<file path="src/design/fft_pkg.sv">
// shared types, constants and twiddle tables for the 64-point fft
`timescale 1ns / 1ps
`default_nettype none
package fft_pkg;
  localparam int POINTS_DEF = 64;
  localparam int DATA_W = 16;

  typedef enum logic [2:0] {
    ST_LOAD,
    ST_BFLY,
    ST_DRAIN,
    ST_OUT
  } state_t;

  // cos(2*pi*k/64) in q15
  function automatic logic signed [15:0] tw_cos(input logic [4:0] k);
    logic signed [15:0] v;
    case (k)
      5'd0: v = 16'sd32767;   5'd1: v = 16'sd32609;   5'd2: v = 16'sd32137;
      5'd3: v = 16'sd31356;   5'd4: v = 16'sd30273;   5'd5: v = 16'sd28898;
      5'd6: v = 16'sd27245;   5'd7: v = 16'sd25329;   5'd8: v = 16'sd23170;
      5'd9: v = 16'sd20787;   5'd10: v = 16'sd18204;  5'd11: v = 16'sd15446;
      5'd12: v = 16'sd12539;  5'd13: v = 16'sd9512;   5'd14: v = 16'sd6393;
      5'd15: v = 16'sd3212;   5'd16: v = 16'sd0;      5'd17: v = -16'sd3212;
      5'd18: v = -16'sd6393;  5'd19: v = -16'sd9512;  5'd20: v = -16'sd12539;
      5'd21: v = -16'sd15446; 5'd22: v = -16'sd18204; 5'd23: v = -16'sd20787;
      5'd24: v = -16'sd23170; 5'd25: v = -16'sd25329; 5'd26: v = -16'sd27245;
      5'd27: v = -16'sd28898; 5'd28: v = -16'sd30273; 5'd29: v = -16'sd31356;
      5'd30: v = -16'sd32137; 5'd31: v = -16'sd32609;
      default: v = 16'sd0;
    endcase
    return v;
  endfunction

  // -sin(2*pi*k/64) in q15, equals cos of k+16 with the 32767 end
  function automatic logic signed [15:0] tw_sin(input logic [4:0] k);
    logic signed [15:0] v;
    if (k == 5'd0) v = 16'sd0;
    else if (k == 5'd16) v = -16'sd32767;
    else if (k < 5'd16) v = -tw_cos(5'd16 - k);
    else v = -tw_cos(k - 5'd16);
    return v;
  endfunction

  // saturate a rounded product to int16
  function automatic logic signed [15:0] sat16(input logic signed [33:0] a);
    logic signed [18:0] r;
    r = 19'(a >>> 15);
    if (r > 19'sd32767) return 16'sh7fff;
    if (r < -19'sd32768) return 16'sh8000;
    return r[15:0];
  endfunction
endpackage
`default_nettype wire

</file>
<file path="src/design/fft_bfly.sv">
// pipelined radix-2 butterfly: multiply, round, add and halve
`timescale 1ns / 1ps
`default_nettype none
module fft_bfly (
  input  wire logic        clk,
  input  wire logic [31:0] a_in,
  input  wire logic [31:0] b_in,
  input  wire logic [4:0]  tw_idx,
  output logic      [31:0] lo_out,
  output logic      [31:0] hi_out
);
  logic signed [15:0] br, bi, wr, wi;
  logic signed [31:0] m_rr_r, m_ii_r, m_ri_r, m_ir_r;
  logic [31:0]        a_r;
  logic signed [15:0] pr, pi, ar, ai;
  logic signed [16:0] sr, si, dr, di;

  assign br = b_in[31:16];
  assign bi = b_in[15:0];
  assign wr = fft_pkg::tw_cos(tw_idx);
  assign wi = fft_pkg::tw_sin(tw_idx);

  // stage one: four products
  always_ff @(posedge clk) begin
    m_rr_r <= br * wr;
    m_ii_r <= bi * wi;
    m_ri_r <= br * wi;
    m_ir_r <= bi * wr;
    a_r    <= a_in;
  end

  // stage two: round, saturate, sum and difference halved
  assign pr = fft_pkg::sat16(34'(m_rr_r) - 34'(m_ii_r) + 34'sd16384);
  assign pi = fft_pkg::sat16(34'(m_ri_r) + 34'(m_ir_r) + 34'sd16384);
  assign ar = a_r[31:16];
  assign ai = a_r[15:0];
  assign sr = 17'(ar) + 17'(pr);
  assign si = 17'(ai) + 17'(pi);
  assign dr = 17'(ar) - 17'(pr);
  assign di = 17'(ai) - 17'(pi);
  assign lo_out = {sr[16:1], si[16:1]};
  assign hi_out = {dr[16:1], di[16:1]};
endmodule
`default_nettype wire

</file>
<file path="config.mk">
export PLATFORM = sky130hd
export DESIGN_NAME = fft_bfly
export DESIGN_NICKNAME = d
export VERILOG_FILES = /design/src/design/fft_pkg.sv /design/src/design/fft_bfly.sv
export SDC_FILE = /design/constraint.sdc
export NUM_CORES = 2
export LEC_CHECK = 0
export ABC_CLOCK_PERIOD_IN_PS = 17400
export BUFFER_PORTS_ARGS = -buffer_cell sky130_fd_sc_hd__buf_2
export CORE_MARGIN = 2
export CORE_UTILIZATION = 60
export DETAILED_ROUTE_END_ITERATION = 10
export HOLD_SLACK_MARGIN = 0.12
export PLACE_DENSITY = 0.79
export SYNTH_ARGS = -nofsm -noshare
export SYNTH_HDL_FRONTEND = slang
export SYNTH_SLANG_ARGS = --single-unit
</file>
<file path="constraint.sdc">
create_clock -name clk -period 17.4 [get_ports clk]
set_input_delay 3.48 -clock clk [delete_from_list [all_inputs] [get_ports clk]]
set_output_delay 3.48 -clock clk [all_outputs]
set_load 0.1 [all_outputs]
</file>
==> out/qor_table.md <==
| Stage | Metric | Reported |
| --- | --- | --- |
| synthesis | Sequential-to-total area share from yosys stat | 6.27% |
| timing | Final Hold Viols | 0 |
| placed design | Count of buffers inserted at the top-level ports | 133 |
| clocking | TritonCTS Sinks | 160 |
| synthesis | Synth cell types | 93 |
| floorplanning | Row count | 106 |
| synthesis | Synth top area cells | sky130_fd_sc_hd__fa_1 (41%), sky130_fd_sc_hd__ha_1 (13%), sky130_fd_sc_hd__inv_1 (9.4%), sky130_fd_sc_hd__dfxtp_1 (6.3%), sky130_fd_sc_hd__nand2_1 (5.0%) |
| timing | Unrepaired setup endpoints after global routing | no |
| grt | First-pass GRT wire length | 205000 um |
| clocking | Count of instances resized after the clock tree is built | 0 |
| placed design | Detailed-placement wirelength estimate | 95100 um |
| clocking | Count of hold buffers inserted by post-cts repair | 0 |
| synthesis | Most frequent cell after synthesis | sky130_fd_sc_hd__inv_1 |
| worst setup path | Max Fanout on Critical Path | 29 |
| synthesis | Share of cell area taken by muxes after synthesis | 0.265% |
| worst setup path | Type of element capturing the critical path | flip-flop |
| routing | Wire length on met1 | 50300 um |
| clocking | Maximum clock path buffer count | 2 |
| synthesis | Library cell with the largest summed area after synthesis | sky130_fd_sc_hd__fa_1 |
| worst setup path | Slowest stage cell on the critical path | sky130_fd_sc_hd__ha_1 |
| floorplanning | Horiz. Die Dim | 296 um |
| synthesis | Leading post-synthesis cells by instance count | sky130_fd_sc_hd__inv_1 (1279), sky130_fd_sc_hd__fa_1 (1052), sky130_fd_sc_hd__nand2_1 (685) |
| synthesis | Xor/xnor cell area share of the yosys netlist | 4.07% |
| min path | Type of the tightest min-delay check | primary input to flip-flop |
| floorplanning | Full die area | 0.0874 mm2 |
| placed design | Placed cells | 6859 |
| synthesis | Area share of the largest cell type after synthesis | 41.3% |
| run | Number of max-cap violations | 0 |
| placed design | Placer Congestion | 0.906 |
| routing | Per-cell via count in the routed design | 5.58 |
| finish | Growth of design area from synthesis to finish | 4.12% |
| synthesis | Fraction of registers with async set/reset | 0% |
| timing | Clock period minus final worst setup slack | 13.86 ns |
| synthesis | Area share of fa/ha/maj cells after synthesis | 54.1% |
| routing | Sum of routed wire length over all layers | 121000 um |
| worst setup path | Critical path required time | 17.83 ns |
| routing | Routed wire per std cell | 17.6 um |
| synthesis | Post-Syn Area per Cell | 8.78 um2 |
| clocking | Clock slew at the register clock pins of the worst setup and hold paths | 0.07 ns |
| synthesis | Complex-gate fraction of the synthesized area | 8.50% |
| synthesis | Post-synthesis share of cell area spent on and, or, nand and nor gates | 15.3% |
| grt | Largest net degree at the start of global routing | 74 |
| status | Status | complete, no violations |
| clocking | H-tree level count | 4 |
| clocking | Number of post-CTS setup repair buffers | 0 |
| timing | Slew headroom | 27.3% |
| finish | Number of nets in the final layout | 7391 |
| floorplanning | Initial Util | 60.8% |
| timing | FMAX | 72.2 MHz |
| finish | Cell area after layout | 0.0532 mm2 |
| timing | Slew at the pin closest to its max-slew limit | 1.09 ns |
| grt | Initial antenna violation count | 5 |
| synthesis | Warnings, synthesis | 0 |
| timing | Tcrit/Tclk final | 79.6% |
| clocking | CTS tree | built |
| timing | Total negative setup slack | 0 ns |
| grt | Leftover overflow at the end of global routing | 0 |
| synthesis | Combinational family with the most area after synthesis | adder cells |
| synthesis | Number of enable-type register cells in the synthesized netlist | 0 |
| placed design | Cell area reported after detailed placement | 0.0526 mm2 |
| floorplanning | Die Ht | 296 um |
| synthesis | Register bit total from synthesis | 160 |
| routing | Drt drc | 0 |
| routing | Via Count | 38.5k |
| timing | Final max-slew violation count | 0 |
| synthesis | Synth Flop Type | sky130_fd_sc_hd__dfxtp_1 |
| routing | Met3 WL | 8800 um |
| worst setup path | Crit path largest cell delay | 0.86 ns |
| timing | Final count of negative-setup-slack endpoints | 0 |
| clocking | CTS buffer count | 17 |
| worst setup path | Worst endpoint data arrival time | 14.29 ns |
| worst setup path | Critical Path Start | tw_idx[0] |
| routing | DR pass1 iterations | 6 |
| routing | Max Used Layer | met5 |
| synthesis | Cell area after technology mapping | 0.0511 mm2 |
| finish | Fraction of layout instances using a drive strength above 1 | 5.63% |
| floorplanning | Total core area | 0.0840 mm2 |
| finish | Post-layout instance count excluding filler cells | 6891 |
| clocking | Library cell used as clock root buffer | sky130_fd_sc_hd__clkbuf_16 |
| synthesis | Cells after synthesis | 5813 |
| worst setup path | Critical path type | primary input to flip-flop |
| routing | Number of violations reported at the end of detailed-routing iteration 0 | 2781 |
| grt | Number of global-route vias before repair | 40.7k |
| finish | Final-layout fill cell count | 6887 |
| routing | Post-DRT Antenna Nets | 0 |
| worst setup path | Kind of start point of the critical path | primary input |
| worst setup path | Crit-path most repeated cell | sky130_fd_sc_hd__fa_1 |
| synthesis | Synth Net Count | 7460 |
| worst setup path | CP endpoint | m_ii_r[25]$_DFF_P_ |
| routing | Met2 wirelength from detailed routing | 56500 um |
| floorplanning | Top-Level Pins | 134 |
| grt | Combined global-route utilization of all metal layers | 29.5% |
critical path, delay by kind of cell:
family,cells,cell delay [ns]
AND/OR/NAND/NOR,4,0.65
buffers and inverters,6,1.32
AO/OA/AOI/OAI,16,3.86
adder cells (fa/ha/maj),9,4.53
XOR/XNOR,1,0.15
multiplexers,1,0.26
sequential cells by signal, indices dropped and copies added, names as in the netlist:
signal and flops:
m_ii_r 32, m_ri_r 32, m_ir_r 32, a_r 32, m_rr_r 32
per-stage QoR:
| step | util [%] | hold WS, ns | setup WS (ns) |
|---|---|---|---|
| after global routing | 63.3 | 3.04 | 2.64 |
| after floorplan | - | 3.51 | 4.81 |
| final | 63.3 | 3.06 | 3.54 |
| after global placement | 62.7 | 3.58 | 3.53 |
| after CTS | 63.3 | 3.03 | 3.73 |
| after detailed placement | 62.7 | 3.58 | 3.28 |
routing by layer:
| layer | vias to the layer above | GRT usage [%] |
|---|---|---|
| met2 | 1450 | 47.3 |
| met3 | 227 | 3.78 |
| li1 | 17500 | - |
| met5 | - | 0 |
| met4 | 4 | 12.6 |
| met1 | 19300 | 40.7 |
layout make-up:
| cell class | count | area, um2 | share of cell area, % |
|---|---|---|---|
| inverters | 1280 | 4800 | 9.04 |
| well taps | 1134 | 1420 | 2.67 |
| multi-input cells | 4106 | 42200 | 79.4 |
| flip-flops and latches | 160 | 3200 | 6.03 |
| repair buffers | 179 | 1010 | 1.90 |
| clock inverters | 14 | 108 | 0.202 |
| clock buffers | 17 | 425 | 0.800 |
| diodes | 1 | 2.50 | 0.00471 |
kinds of logic after synthesis:
group | count (synthesis)
adders and majority gates | 1577
buffers and inverters | 1547
xor gates and xnor gates | 237
muxes | 12
AOI/OAI and AO/OA | 662
DFF | 160
and+or+nand+nor | 1618
cells in the final DEF, fill, tap and decap left out, drive strengths merged, types with 9 or more instances in the layout:
master     n
a211oi    24
a21o      76
a21oi    208
a31oi     33
and2     380
and3      25
buf      179
clkbuf    17
dfxtp    160
fa      1052
ha       525
inv     1284
mux2i      9
nand2    685
nand2b    34
nand3     50
nand4     22
nor2     210
nor2b     80
nor3      46
nor4      11
o211ai    14
o21a      19
o21ai    146
o21bai    43
o31ai     12
or2       43
or3       13
xnor2    181
xor2      56
worst min path at each step:
| stage | startpoint | endpoint | cells past startpoint |
|---|---|---|---|
| 2_1_floorplan | a_in[0] | a_r[0]$_DFF_P_ | 0 |
| 3_3_place_gp | a_in[12] | a_r[12]$_DFF_P_ | 1 |
| 3_5_place_dp | a_in[10] | a_r[10]$_DFF_P_ | 1 |
| 4_1_cts | a_in[1] | a_r[1]$_DFF_P_ | 1 |
| 5_1_grt | a_in[1] | a_r[1]$_DFF_P_ | 1 |
| 6_report | a_in[1] | a_r[1]$_DFF_P_ | 1 |
Power is not shown: default switching activity piles up to over one toggle a cycle in this logic, so the estimate is an artifact.
